## config.mk

```make
export PLATFORM = sky130hd
export DESIGN_NAME = voice_allocator_with_stealing_top
export DESIGN_NICKNAME = d
export VERILOG_FILES = /design/src/rtl/vaws_pkg.sv /design/src/rtl/vaws_ctrl.sv /design/src/rtl/vaws_dp.sv /design/src/rtl/voice_allocator_with_stealing_top.sv
export SDC_FILE = /design/constraint.sdc
export NUM_CORES = 2
export LEC_CHECK = 0
export BUFFER_PORTS_ARGS = -buffer_cell sky130_fd_sc_hd__buf_2
export CAP_MARGIN = 5
export CORE_MARGIN = 2
export CORE_UTILIZATION = 48
export DETAILED_ROUTE_END_ITERATION = 10
export PLACE_DENSITY = 0.7
export SYNTH_ARGS = -nofsm -noshare
export SYNTH_HDL_FRONTEND = slang
export SYNTH_HIERARCHICAL = 1
export SYNTH_SLANG_ARGS = --single-unit
```

## constraint.sdc

```tcl
create_clock -name clk_i -period 9 [get_ports clk_i]
set_input_delay 1.35 -clock clk_i [delete_from_list [all_inputs] [get_ports clk_i]]
set_output_delay 1.35 -clock clk_i [all_outputs]
set_load 0.05 [all_outputs]
```

## src/rtl/vaws_pkg.sv

```systemverilog
// Package for the voice allocator with stealing: field widths, operation and
// action codes, controller states and the command/status structs.
// No dependencies.
`default_nettype none

package vaws_pkg;

  localparam int OP_W    = 2;
  localparam int CH_W    = 4;
  localparam int SEQ_W   = 3;
  localparam int NOTE_W  = 7;
  localparam int PRIO_W  = 8;
  localparam int BEND_W  = 7;
  localparam int VOICE_W = 5;
  localparam int ENV_W   = 16;
  localparam int STAMP_W = 64;
  localparam int ACT_W   = 2;

  // Steal ranking key: priority, then envelope, then age stamp.
  localparam int KEY_W = PRIO_W + ENV_W + STAMP_W;

  localparam logic [BEND_W-1:0] BEND_CENTER = 7'd64;

  typedef enum logic [OP_W-1:0] {
    OP_NOTE_ON  = 2'd0,
    OP_NOTE_OFF = 2'd1,
    OP_BEND     = 2'd2,
    OP_REPORT   = 2'd3
  } op_e;

  typedef enum logic [ACT_W-1:0] {
    ACT_KEY_ON  = 2'd0,
    ACT_KEY_OFF = 2'd1,
    ACT_BEND    = 2'd2
  } act_e;

  typedef enum logic [3:0] {
    S_IDLE,
    S_FREE,
    S_STEAL,
    S_STEAL_WAIT,
    S_COMMIT_FREE,
    S_COMMIT_STEAL,
    S_MATCH,
    S_MATCH_WAIT,
    S_MATCH_END
  } state_e;

  typedef struct packed {
    logic accept;     // latch the request fields
    logic report_wr;  // apply a chip status report
    logic load_slot;  // free voice found at the scan index
    logic rd_en;      // read the voice table at the scan index
    logic commit;     // write the new voice and emit key-on
    logic stolen;     // the committed voice is the steal winner
    logic match_end;  // flush the held match as the final beat
  } cmd_t;

  typedef struct packed {
    logic seq_ok;     // request sequence is in range
    logic free_hit;   // voice at the scan index is free or silent
  } sts_t;

endpackage

`default_nettype wire

```

## src/rtl/vaws_ctrl.sv

```systemverilog
// Controller of the voice allocator: state machine and voice scan counter.
// Depends on vaws_pkg.
`default_nettype none

module vaws_ctrl #(
  parameter int VOICES = 24
) (
  input  wire                             clk_i,
  input  wire                             rst_ni,
  input  wire                             start_i,
  input  wire  [vaws_pkg::OP_W-1:0]       operation_i,
  input  vaws_pkg::sts_t                  sts_i,
  output vaws_pkg::cmd_t                  cmd_o,
  output logic [$clog2(VOICES)-1:0]       idx_o,
  output logic                            busy_o
);

  localparam int VW = $clog2(VOICES);
  localparam logic [VW-1:0] LastIdx = VW'(VOICES - 1);

  vaws_pkg::state_e state_q, state_d;
  logic [VW-1:0]    cnt_q, cnt_d;
  vaws_pkg::op_e    op;
  logic             cnt_last;

  assign op       = vaws_pkg::op_e'(operation_i);
  assign cnt_last = (cnt_q == LastIdx);
  assign idx_o    = cnt_q;

  always_ff @(posedge clk_i or negedge rst_ni) begin
    if (!rst_ni) begin
      state_q <= vaws_pkg::S_IDLE;
      cnt_q   <= '0;
    end else begin
      state_q <= state_d;
      cnt_q   <= cnt_d;
    end
  end

  // Next state and scan counter.
  always_comb begin
    state_d = state_q;
    cnt_d   = cnt_q;
    unique case (state_q)
      vaws_pkg::S_IDLE: begin
        cnt_d = '0;
        if (start_i && op != vaws_pkg::OP_REPORT && sts_i.seq_ok) begin
          if (op == vaws_pkg::OP_NOTE_ON) begin
            state_d = vaws_pkg::S_FREE;
          end else begin
            state_d = vaws_pkg::S_MATCH;
          end
        end
      end
      vaws_pkg::S_FREE: begin
        if (sts_i.free_hit) begin
          state_d = vaws_pkg::S_COMMIT_FREE;
        end else if (cnt_last) begin
          state_d = vaws_pkg::S_STEAL;
          cnt_d   = '0;
        end else begin
          cnt_d = cnt_q + VW'(1);
        end
      end
      vaws_pkg::S_STEAL: begin
        if (cnt_last) begin
          state_d = vaws_pkg::S_STEAL_WAIT;
        end else begin
          cnt_d = cnt_q + VW'(1);
        end
      end
      vaws_pkg::S_STEAL_WAIT: state_d = vaws_pkg::S_COMMIT_STEAL;
      vaws_pkg::S_COMMIT_FREE,
      vaws_pkg::S_COMMIT_STEAL: state_d = vaws_pkg::S_IDLE;
      vaws_pkg::S_MATCH: begin
        if (cnt_last) begin
          state_d = vaws_pkg::S_MATCH_WAIT;
        end else begin
          cnt_d = cnt_q + VW'(1);
        end
      end
      vaws_pkg::S_MATCH_WAIT: state_d = vaws_pkg::S_MATCH_END;
      vaws_pkg::S_MATCH_END:  state_d = vaws_pkg::S_IDLE;
      default:                state_d = vaws_pkg::S_IDLE;
    endcase
  end

  // Commands to the datapath.
  always_comb begin
    cmd_o  = '0;
    busy_o = (state_q != vaws_pkg::S_IDLE);
    unique case (state_q)
      vaws_pkg::S_IDLE: begin
        cmd_o.accept    = start_i;
        cmd_o.report_wr = start_i && (op == vaws_pkg::OP_REPORT);
      end
      vaws_pkg::S_FREE:         cmd_o.load_slot = sts_i.free_hit;
      vaws_pkg::S_STEAL:        cmd_o.rd_en     = 1'b1;
      vaws_pkg::S_STEAL_WAIT:   cmd_o.rd_en     = 1'b0;
      vaws_pkg::S_COMMIT_FREE:  cmd_o.commit    = 1'b1;
      vaws_pkg::S_COMMIT_STEAL: begin
        cmd_o.commit = 1'b1;
        cmd_o.stolen = 1'b1;
      end
      vaws_pkg::S_MATCH:        cmd_o.rd_en     = 1'b1;
      vaws_pkg::S_MATCH_WAIT:   cmd_o.rd_en     = 1'b0;
      vaws_pkg::S_MATCH_END:    cmd_o.match_end = 1'b1;
      default:                  cmd_o           = '0;
    endcase
  end

endmodule

`default_nettype wire

```

## src/rtl/vaws_dp.sv

```systemverilog
// Datapath of the voice allocator: voice table memories, live and sounding
// flags, steal ranking, match holding register and result registers.
// Depends on vaws_pkg.
`default_nettype none

module vaws_dp #(
  parameter int VOICES    = 24,
  parameter int SEQUENCES = 8
) (
  input  wire                             clk_i,
  input  wire                             rst_ni,
  input  vaws_pkg::cmd_t                  cmd_i,
  input  wire  [$clog2(VOICES)-1:0]       idx_i,
  output vaws_pkg::sts_t                  sts_o,
  input  wire  [vaws_pkg::OP_W-1:0]       operation_i,
  input  wire  [vaws_pkg::CH_W-1:0]       channel_i,
  input  wire  [vaws_pkg::SEQ_W-1:0]      sequence_req_i,
  input  wire  [vaws_pkg::NOTE_W-1:0]     note_i,
  input  wire  [vaws_pkg::PRIO_W-1:0]     priority_req_i,
  input  wire  [vaws_pkg::BEND_W-1:0]     bend_value_i,
  input  wire  [vaws_pkg::VOICE_W-1:0]    report_voice_i,
  input  wire                             chip_active_i,
  input  wire  [vaws_pkg::ENV_W-1:0]      envelope_level_i,
  output logic                            result_strobe_o,
  output logic [vaws_pkg::ACT_W-1:0]      action_o,
  output logic [vaws_pkg::VOICE_W-1:0]    voice_o,
  output logic [vaws_pkg::BEND_W-1:0]     bend_out_o,
  output logic                            stolen_o,
  output logic                            last_o
);

  localparam int VW     = $clog2(VOICES);
  localparam int VoiceW = vaws_pkg::VOICE_W;
  localparam int StampW = vaws_pkg::STAMP_W;

  // Request fields held for the length of one item.
  vaws_pkg::op_e                  op_q;
  logic [vaws_pkg::CH_W-1:0]      ch_q;
  logic [vaws_pkg::SEQ_W-1:0]     seq_q;
  logic [vaws_pkg::NOTE_W-1:0]    note_q;
  logic [vaws_pkg::PRIO_W-1:0]    prio_q;
  logic [vaws_pkg::BEND_W-1:0]    bend_q;

  // Voice table.
  logic [vaws_pkg::CH_W-1:0]      ch_mem    [VOICES];
  logic [vaws_pkg::SEQ_W-1:0]     seq_mem   [VOICES];
  logic [vaws_pkg::NOTE_W-1:0]    note_mem  [VOICES];
  logic [vaws_pkg::PRIO_W-1:0]    prio_mem  [VOICES];
  logic [StampW-1:0]              stamp_mem [VOICES];
  logic [vaws_pkg::ENV_W-1:0]     env_mem   [VOICES];
  logic [VOICES-1:0]              live_q;
  logic [VOICES-1:0]              sounding_q;
  logic [StampW-1:0]              next_stamp_q;

  // Registered read port.
  logic [vaws_pkg::CH_W-1:0]      rd_ch_q;
  logic [vaws_pkg::SEQ_W-1:0]     rd_seq_q;
  logic [vaws_pkg::NOTE_W-1:0]    rd_note_q;
  logic [vaws_pkg::PRIO_W-1:0]    rd_prio_q;
  logic [StampW-1:0]              rd_stamp_q;
  logic [vaws_pkg::ENV_W-1:0]     rd_env_q;
  logic                           rd_live_q;
  logic [VW-1:0]                  rd_idx_q;
  logic                           rd_vld_q;

  // Steal ranking and match holding.
  logic [vaws_pkg::KEY_W-1:0]     best_key_q;
  logic [VW-1:0]                  best_idx_q;
  logic [VW-1:0]                  slot_q;
  logic                           pend_q;
  logic [VW-1:0]                  pend_idx_q;

  // Result registers.
  logic                           strobe_q;
  vaws_pkg::act_e                 act_q;
  logic [VW-1:0]                  voice_q;
  logic [vaws_pkg::BEND_W-1:0]    bend_out_q;
  logic                           stolen_q;
  logic                           last_q;

  logic                           rep_wr;
  logic [VW-1:0]                  rv_idx;
  logic [VW-1:0]                  cslot;
  logic [vaws_pkg::KEY_W-1:0]     rd_key;
  logic                           take_best;
  logic                           hit;
  vaws_pkg::act_e                 match_act;
  logic [vaws_pkg::BEND_W-1:0]    match_bend;
  logic                           emit;
  vaws_pkg::act_e                 e_act;
  logic [VW-1:0]                  e_voice;
  logic [vaws_pkg::BEND_W-1:0]    e_bend;
  logic                           e_stolen;
  logic                           e_last;

  assign sts_o.seq_ok   = (int'(sequence_req_i) < SEQUENCES);
  assign sts_o.free_hit = !(live_q[idx_i] && sounding_q[idx_i]);

  assign rep_wr = cmd_i.report_wr && (int'(report_voice_i) < VOICES);
  assign rv_idx = VW'(report_voice_i);
  assign cslot  = cmd_i.stolen ? best_idx_q : slot_q;

  always_ff @(posedge clk_i) begin
    if (cmd_i.accept) begin
      op_q   <= vaws_pkg::op_e'(operation_i);
      ch_q   <= channel_i;
      seq_q  <= sequence_req_i;
      note_q <= note_i;
      prio_q <= priority_req_i;
      bend_q <= bend_value_i;
    end
    if (cmd_i.load_slot) begin
      slot_q <= idx_i;
    end
  end

  // Table writes share one address: the committed voice or the reported one.
  always_ff @(posedge clk_i) begin
    if (cmd_i.commit) begin
      ch_mem[cslot]    <= ch_q;
      seq_mem[cslot]   <= seq_q;
      note_mem[cslot]  <= note_q;
      prio_mem[cslot]  <= prio_q;
      stamp_mem[cslot] <= next_stamp_q;
      env_mem[cslot]   <= '0;
    end else if (rep_wr) begin
      env_mem[rv_idx]  <= envelope_level_i;
    end
    if (cmd_i.rd_en) begin
      rd_ch_q    <= ch_mem[idx_i];
      rd_seq_q   <= seq_mem[idx_i];
      rd_note_q  <= note_mem[idx_i];
      rd_prio_q  <= prio_mem[idx_i];
      rd_stamp_q <= stamp_mem[idx_i];
      rd_env_q   <= env_mem[idx_i];
      rd_live_q  <= live_q[idx_i];
      rd_idx_q   <= idx_i;
    end
  end

  always_ff @(posedge clk_i or negedge rst_ni) begin
    if (!rst_ni) begin
      live_q       <= '0;
      sounding_q   <= '0;
      next_stamp_q <= StampW'(1);
      rd_vld_q     <= 1'b0;
      pend_q       <= 1'b0;
    end else begin
      rd_vld_q <= cmd_i.rd_en;
      if (cmd_i.commit) begin
        live_q[cslot]     <= 1'b1;
        sounding_q[cslot] <= 1'b1;
        next_stamp_q      <= next_stamp_q + StampW'(1);
      end else if (rep_wr) begin
        sounding_q[rv_idx] <= chip_active_i;
      end
      if (cmd_i.accept) begin
        pend_q <= 1'b0;
      end else if (hit) begin
        pend_q <= 1'b1;
      end
    end
  end

  // Steal ranking: a strictly smaller key wins, so ties keep the lower index.
  assign rd_key    = {rd_prio_q, rd_env_q, rd_stamp_q};
  assign take_best = rd_vld_q && (op_q == vaws_pkg::OP_NOTE_ON) &&
                     ((rd_idx_q == '0) || (rd_key < best_key_q));

  always_ff @(posedge clk_i) begin
    if (take_best) begin
      best_key_q <= rd_key;
      best_idx_q <= rd_idx_q;
    end
    if (hit) begin
      pend_idx_q <= rd_idx_q;
    end
  end

  assign hit = rd_vld_q && (op_q != vaws_pkg::OP_NOTE_ON) && rd_live_q &&
               (rd_ch_q == ch_q) && (rd_seq_q == seq_q) &&
               ((op_q == vaws_pkg::OP_BEND) || (rd_note_q == note_q));

  assign match_act  = (op_q == vaws_pkg::OP_BEND) ? vaws_pkg::ACT_BEND
                                                  : vaws_pkg::ACT_KEY_OFF;
  assign match_bend = (op_q == vaws_pkg::OP_BEND) ? bend_q : vaws_pkg::BEND_CENTER;

  // A match is held in a register until the next match or the end of the scan, so that the final beat can carry last.
  always_comb begin
    emit     = 1'b0;
    e_act    = vaws_pkg::ACT_KEY_ON;
    e_voice  = cslot;
    e_bend   = vaws_pkg::BEND_CENTER;
    e_stolen = 1'b0;
    e_last   = 1'b0;
    if (cmd_i.commit) begin
      emit     = 1'b1;
      e_stolen = cmd_i.stolen;
      e_last   = 1'b1;
    end else if (hit && pend_q) begin
      emit    = 1'b1;
      e_act   = match_act;
      e_voice = pend_idx_q;
      e_bend  = match_bend;
    end else if (cmd_i.match_end && pend_q) begin
      emit    = 1'b1;
      e_act   = match_act;
      e_voice = pend_idx_q;
      e_bend  = match_bend;
      e_last  = 1'b1;
    end
  end

  always_ff @(posedge clk_i or negedge rst_ni) begin
    if (!rst_ni) begin
      strobe_q <= 1'b0;
    end else begin
      strobe_q <= emit;
    end
  end

  always_ff @(posedge clk_i) begin
    if (emit) begin
      act_q      <= e_act;
      voice_q    <= e_voice;
      bend_out_q <= e_bend;
      stolen_q   <= e_stolen;
      last_q     <= e_last;
    end
  end

  assign result_strobe_o = strobe_q;
  assign action_o        = act_q;
  assign voice_o         = VoiceW'(voice_q);
  assign bend_out_o      = bend_out_q;
  assign stolen_o        = stolen_q;
  assign last_o          = last_q;

endmodule

`default_nettype wire

```

## src/rtl/voice_allocator_with_stealing_top.sv

```systemverilog
// Top level of the polyphonic voice allocator with priority stealing.
// Instantiates vaws_ctrl and vaws_dp; depends on vaws_pkg.
`default_nettype none

// Usage
// An event beat is taken at a rising edge with start_i high and busy_o low.
// Chip status reports (operation 3) are applied in that same edge, leave
// busy_o low and give no result, so reports can arrive every cycle.
// Note-on scans the live/sounding flags one voice per cycle for the first
// free or silent voice; the key-on result appears in the cycle after
// busy_o falls. When every voice is live and sounding, a second pass
// reads the voice table memory, through its single read port, one entry
// per cycle to rank the steal candidates.
// Note-off and bend scan the table once: the matching voices come out in
// ascending order, at most one beat per cycle, the final one marked by
// last_o. No match gives no beat.
// Each result beat sits on the result ports for exactly one cycle, marked
// by result_strobe_o; the receiver cannot stall, so nothing is held back.
// Events with an out-of-range sequence are dropped without going busy.
// Reset clears all voices to free and the age stamp to one; the block is
// ready for an event in the first cycle after reset.

module voice_allocator_with_stealing_top #(
  parameter int VOICES    = 24,
  parameter int SEQUENCES = 8
) (
  input  wire                             clk_i,
  input  wire                             rst_ni,
  input  wire                             start_i,
  output logic                            busy_o,
  input  wire  [vaws_pkg::OP_W-1:0]       operation_i,
  input  wire  [vaws_pkg::CH_W-1:0]       channel_i,
  input  wire  [vaws_pkg::SEQ_W-1:0]      sequence_req_i,
  input  wire  [vaws_pkg::NOTE_W-1:0]     note_i,
  input  wire  [vaws_pkg::PRIO_W-1:0]     priority_req_i,
  input  wire  [vaws_pkg::BEND_W-1:0]     bend_value_i,
  input  wire  [vaws_pkg::VOICE_W-1:0]    report_voice_i,
  input  wire                             chip_active_i,
  input  wire  [vaws_pkg::ENV_W-1:0]      envelope_level_i,
  output logic                            result_strobe_o,
  output logic [vaws_pkg::ACT_W-1:0]      action_o,
  output logic [vaws_pkg::VOICE_W-1:0]    voice_o,
  output logic [vaws_pkg::BEND_W-1:0]     bend_out_o,
  output logic                            stolen_o,
  output logic                            last_o
);

  vaws_pkg::cmd_t            cmd;
  vaws_pkg::sts_t            sts;
  logic [$clog2(VOICES)-1:0] idx;

  vaws_ctrl #(
    .VOICES(VOICES)
  ) u_ctrl (
    .clk_i       (clk_i),
    .rst_ni      (rst_ni),
    .start_i     (start_i),
    .operation_i (operation_i),
    .sts_i       (sts),
    .cmd_o       (cmd),
    .idx_o       (idx),
    .busy_o      (busy_o)
  );

  vaws_dp #(
    .VOICES    (VOICES),
    .SEQUENCES (SEQUENCES)
  ) u_dp (
    .clk_i            (clk_i),
    .rst_ni           (rst_ni),
    .cmd_i            (cmd),
    .idx_i            (idx),
    .sts_o            (sts),
    .operation_i      (operation_i),
    .channel_i        (channel_i),
    .sequence_req_i   (sequence_req_i),
    .note_i           (note_i),
    .priority_req_i   (priority_req_i),
    .bend_value_i     (bend_value_i),
    .report_voice_i   (report_voice_i),
    .chip_active_i    (chip_active_i),
    .envelope_level_i (envelope_level_i),
    .result_strobe_o  (result_strobe_o),
    .action_o         (action_o),
    .voice_o          (voice_o),
    .bend_out_o       (bend_out_o),
    .stolen_o         (stolen_o),
    .last_o           (last_o)
  );

  // A result beat only follows a cycle in which the block was working.
  a_strobe_after_busy: assert property (@(posedge clk_i) disable iff (!rst_ni)
    result_strobe_o |-> $past(busy_o))
    else $error("result beat without preceding busy cycle");

  // A key-on is always the only, and therefore the final, beat of its event.
  a_key_on_last: assert property (@(posedge clk_i) disable iff (!rst_ni)
    (result_strobe_o && action_o == vaws_pkg::ACT_KEY_ON) |-> last_o)
    else $error("key-on beat without last");

  // Only key-on beats may report a stolen voice.
  a_stolen_key_on: assert property (@(posedge clk_i) disable iff (!rst_ni)
    (result_strobe_o && stolen_o) |-> (action_o == vaws_pkg::ACT_KEY_ON))
    else $error("stolen flag on a non key-on beat");

  // An accepted in-range note-on always makes the block busy.
  a_note_on_busy: assert property (@(posedge clk_i) disable iff (!rst_ni)
    (start_i && !busy_o && operation_i == vaws_pkg::OP_NOTE_ON &&
     int'(sequence_req_i) < SEQUENCES) |=> busy_o)
    else $error("note-on accepted without starting a scan");

  // Voice indexes on the result ports stay inside the table.
  a_voice_range: assert property (@(posedge clk_i) disable iff (!rst_ni)
    result_strobe_o |-> (int'(voice_o) < VOICES))
    else $error("result voice index out of range");

endmodule

`default_nettype wire
```

# == Yosys cells after proc, flatten, opt, wreduce, memory -nomap -nowiden ==
# Memories as Yosys holds them, arrays and structs flattened. A register that Yosys moved wholly into a read port is not among the register bits.
# Index checks and enable logic that the tools add are counted.
# totals
output_inout_bits,18
word_cells,147
ramBits,2448
in_bits,56
register_bits,280
memories,6
# memory_table
name,depth,width,read_ports,rd_clocked_by_memory_dff,write_ports,line,text
u_dp.stamp_mem,24,64,1,1,1,vaws_dp.sv:49,logic [StampW-1:0] stamp_mem [VOICES];
u_dp.env_mem,24,16,1,1,1,vaws_dp.sv:50,logic [vaws_pkg::ENV_W-1:0] env_mem [VOICES];
u_dp.prio_mem,24,8,1,1,1,vaws_dp.sv:48,logic [vaws_pkg::PRIO_W-1:0] prio_mem [VOICES];
u_dp.note_mem,24,7,1,1,1,vaws_dp.sv:47,logic [vaws_pkg::NOTE_W-1:0] note_mem [VOICES];
u_dp.ch_mem,24,4,1,1,1,vaws_dp.sv:45,logic [vaws_pkg::CH_W-1:0] ch_mem [VOICES];
u_dp.seq_mem,24,3,1,1,1,vaws_dp.sv:46,logic [vaws_pkg::SEQ_W-1:0] seq_mem [VOICES];
# op_classes
bitwise_logic,2
n_mux,52
order_cmp,7
n_eq_ne,21
add_sub_neg,2
n_reduce_logical,32
# ops
cell,count
< comparator 88 bit,1
"adder 64 x 1 -> 64 bit, second input constant",1
2-to-1 mux 24 bit,2
OR 24 bit,2
2-to-1 mux 5 bit,8
bitwise mux 24 bit,1
case mux 4 bit (6 select lines),1
2-to-1 mux 1 bit,21
2-to-1 mux 7 bit,3
2-to-1 mux 4 bit,5
"< comparator 5 x 6 -> 1 bit, second input constant",3
"equality test 4 x 3 -> 1 bit, second input constant",4
2-to-1 mux 16 bit,1
OR reduction 16 bit,1
logical AND 1 bit,15
case mux 5 bit (3 select lines),1
binary-select mux 1 bit (select 5 bit),2
demux 1 bit (select 5 bit),2
"greater-or-equal comparator 5 x 1 -> 1 bit, second input constant",2
"equality test 4 x 2 -> 1 bit, second input constant",2
2-to-1 mux 2 bit,4
"!= test 2 x 1 -> 1 bit, second input constant",4
equality test 7 bit,1
nonzero test 2 bit,3
other kinds (21),26

# == Logic depth before layout (Yosys ltp) ==
# logic_depth
word_depth,9
depth_mapped,13
mapped_depth_nobuf,10

# == Modules after synthesis ==
# The synthesis kept the hierarchy.
# by_module_without_submodules
module,cells_each,seq_area_each_um2,area_per_inst_um2,n_inst
vaws_dp,4859,84136.9,108557.9,1
vaws_ctrl,72,225.2,659.4,1

# == Worst setup path after synthesis ==
# OpenSTA, ideal clock, no wires.
# synth_path
path_type,flip-flop to flip-flop
start,"register u_dp.rd_stamp_q[22], read port of u_dp.stamp_mem"
end,register u_dp.best_idx_q[0] (enable)
required_time_ps,8424
setup_time_ps,576
arrival_time_ps,6099
path_buffers,0
slack_ps,2326
path_stages_with_launch,9
period_less_slack_ps,6674
path_cell_list,edfxtp_1 > ha_1 > a21oi_1 > nand2_1 > a221o_1 > nor3_1 > o31a_1 > o41ai_1 > a21oi_1
# synth_via
elab_chain_cells,3
# synth_lines
item,line,text
from (decl),vaws_dp.sv:60,logic [StampW-1:0] rd_stamp_q;
< comparator 88 bit,vaws_dp.sv:168,((rd_idx_q == '0) || (rd_key < best_key_q));
logical OR 1 bit,vaws_dp.sv:168,
logical AND 1 bit,vaws_dp.sv:167,assign take_best = rd_vld_q && (op_q == vaws_pkg::OP_NOTE_ON) &&
via u_dp.take_best,vaws_dp.sv:85,logic take_best;
to (signal assigned),vaws_dp.sv:173,best_idx_q <= rd_idx_q;
to (decl),vaws_dp.sv:68,logic [VW-1:0] best_idx_q;
# The timed path passes the listed nets, and every way through them passes these cells.
# A chain may end at the register's enable or synchronous reset.

# == Worst setup path in the final report ==
# layout_path
start,"register u_dp.rd_stamp_q[57], read port of u_dp.stamp_mem"
end,register u_dp/best_key_q[45] in the netlist's numbering (enable)
# layout_via
elab_chain_cells,3
# layout_lines
item,line,text
< comparator 88 bit,vaws_dp.sv:168,
logical OR 1 bit,vaws_dp.sv:168,
logical AND 1 bit,vaws_dp.sv:167,
via u_dp.take_best,vaws_dp.sv:85,
to (signal assigned),vaws_dp.sv:172,best_key_q <= rd_key;
to (decl),vaws_dp.sv:67,logic [vaws_pkg::KEY_W-1:0] best_key_q;
# The timed path passes the listed nets, and every way through them passes these cells.

==> run metrics <==
CTS tree yes; clk slew on worst S/H paths 0.06 ns; Max Slew Vio Count 0; Avg Cell Area, Syn 22.1 µm²; Yosys warnings 6; Initial Util 0.481; Cell Area, Placed 114,000 µm²; pin count of the biggest net entering global routing 137; top cell family by delay on the critical path compound AO/OA/AOI/OAI gates; Max Cap Violations 0; final core utilization 0.540; Starting DRT DRC Count 6,547; critical setup path kind flop to flop; clk buf depth 4; Worst Hold Depth 0; CP dominant cell by count a21o_1; worst-path fanout max 65; synth cell count leaders edfxtp_1 (2,706), mux4_2 (728), nor2_1 (184); vias 51,500; count of cell types in the netlist 73; CTS Sinks 2,830; H-tree levels 5; Setup Viol. Count Final 0; post-DR wirelength/cell 29.6 µm; layout overhead on the synthesized area 12.1%; leakage 36.8 nW; clock latency at the later pin of the worst-skew pair 0.93 ns; post-synthesis register bit count 2,830; Async SR Flop Fraction 0.0438; FF-to-FF setup slack 4.55 ns; cell with the most instances after synthesis edfxtp_1; hold_sp u_dp/rd_stamp_q[34]; Net Count, Synth 5,076; worst r2r path cells 9; CP Cell Sequence ha_1 -> a21o_1 -> a21o_1 -> a21oi_1 -> o22ai_1 -> nor4_1 -> o31ai_1 -> a21oi_4 -> buf_4; met3 Resource Use GR 0.0347; PortBufs 73; final WL 248,000 µm; Max IR drop VDD 0.000200 V; non-filler cells, final 8,378; Fillers 16,800; synthesized area 109,000 µm²; Critical R2R Capture u_dp/best_key_q[45]; DR DRC count 0; Slew HR 0.173; GR Util met2 0.352; NumNets Final 5,310; Die H 481 µm; M1 GR Usage 0.304; final period utilization 0.495; PostCTS Resize Cnt 0; first-pass GRT wire length 361,000 µm; cell taking the most area after synthesis edfxtp_1; Setup TNS Final 0 ns; die width 481 µm; Final Critical Period 4.45 ns; cts hold-fix bufs 0; global route total overflow 0; worst hold path class flop to flop; WP data arrival 4.96 ns; RSZ-0062 raised after global routing false; fmax 0.225 GHz; antenna violations before repair 4; CP required 9.51 ns; clk root buf clkbuf_16; placer congestion estimate 0.776; vias in the first global route 52,400; Worst path depth 9; CP startpoint kind flop; register area 84,400 µm²; Clock Skews 0.0531 ns; cell count after placement 7,883; CP Buf/Inv Count 1; Largest stage delay, worst path 0.95 ns; Initial DRT Pass Iterations 7; outcome finished clean; Core ar. 227,000 µm²; I/O pin count 74; final HPWL from detailed placement 114,000 µm; row count 175; crit path max-delay cell type a21oi_4; Synth Flop Type edfxtp_1; post-synthesis sequential area ratio 0.772; pwr/cell area 248 nW/µm²; Fin. Hold Viols 0; CP Capture Type flop; top-area cell type share of the netlist area 0.744; post-CTS setup buffers 0; share of layout cells above drive strength 1 0.251; reg2reg start u_dp/rd_stamp_q[57]; Design Area, Final 122,000 µm²; Multi-input gate area 23,600 µm²; Post-synth EDFFs 2,706; Global Route Usage Sum 0.215; vias per cell 6.15; die area 231,000 µm²; CTS Buf Count 288; Final ANT Viol Nets 0; Synth area leaders edfxtp_1 (74%), mux4_2 (15%), dfrtp_1 (2.8%); Cells after Synth 4,931; Worst Tran Pin Value 1.23 ns; GRT Max-Usage Layer met2; hold endpoint u_dp/best_key_q[34]
==> cells by family after synthesis <==
kind of cell | synth area share
DFF | 0.772
muxes | 0.161
and+or+nand+nor | 0.0222
buffers and inverters | 0.0135
AOI/OAI and AO/OA | 0.0148
adders and majority gates | 0.0102
xor gates and xnor gates | 0.00625
other | 0.0000343
==> metrics by stage <==
step | power [mW] | hold WS (ns) | worst slack (ns)
global placement | 19.3 | 0.431 | 4.66
floorplan | 18.4 | 0.417 | 2.33
finish | 30.4 | 0.440 | 4.55
CTS | 30.6 | 0.438 | 4.54
detailed placement | 19.4 | 0.438 | 4.58
global route | 31.4 | 0.445 | 4.34
==> area by class of cell <==
type / count / share of cell area
Multi-Input combinational cell: 1777 / 0.193
Timing Repair Buffer: 168 / 0.0119
Inverter: 100 / 0.00307
Antenna cell: 3 / 0.0000613
Clock inverter: 108 / 0.00807
Sequential cell: 2830 / 0.689
Clock buffer: 383 / 0.0640
Tap cell: 3009 / 0.0308
==> how the worst max path moves through the flow <==
stage | from | to
CTS | u_dp/rd_prio_q[5] | u_dp/best_key_q[50]
floorplan | u_dp/rd_stamp_q[22] | u_dp/best_idx_q[0]
finish | u_dp/rd_stamp_q[57] | u_dp/best_key_q[45]
global placement | u_dp/rd_prio_q[7] | u_dp/best_key_q[59]
detailed placement | u_dp/rd_prio_q[5] | u_dp/best_key_q[58]
global route | u_dp/rd_prio_q[5] | u_dp/best_key_q[35]
==> layer usage <==
layer	wire length [µm]	part of all wire
met1	99600	0.40
met2	123000	0.50
met3	20100	0.081
met4	5290	0.021
met5	13	0.000052
==> report_power, final <==
group	internal [mW]	switching, mW
Sequential	15.1	0.395
Clock	6.61	4.72
Combinational	1.71	1.86
==> worst register-to-register path, delay by kind of cell, from the launching register on <==
family	cells	cell delay, ns
adders and majority gates	1	0.34
buffers and inverters	1	0.82
DFF	1	0.41
AOI/OAI and AO/OA	6	1.99
and+or+nand+nor	1	0.36
==> state kept, by name (all words and copies together), names as in the netlist, 7 cells and up <==
name,count
u_dp/ch_mem,96
u_dp/rd_stamp_q,64
u_dp/bend_q,7
u_dp/rd_env_q,16
u_dp/env_mem,384
u_dp/prio_q,8
u_dp/note_q,7
u_dp/rd_prio_q,8
u_dp/next_stamp_q,64
u_dp/stamp_mem,1536
u_dp/sounding_q,24
u_dp/seq_mem,72
u_dp/prio_mem,192
u_dp/rd_note_q,7
u_dp/bend_out_o,7
u_dp/live_q,24
u_dp/note_mem,168
u_dp/best_key_q,88
==> placed cells by master, fill, tap and decap left out, drive strengths merged, types with 81 or more instances in the layout <==
| cell | count |
|---|---|
| mux2i | 106 |
| clkbuf | 383 |
| dfrtp | 123 |
| inv | 105 |
| edfxtp | 2706 |
| ha | 89 |
| nor2 | 185 |
| clkinv | 81 |
| mux4 | 728 |
| buf | 168 |
| a21oi | 162 |
Note: power is estimated with default switching activity, not from simulation.
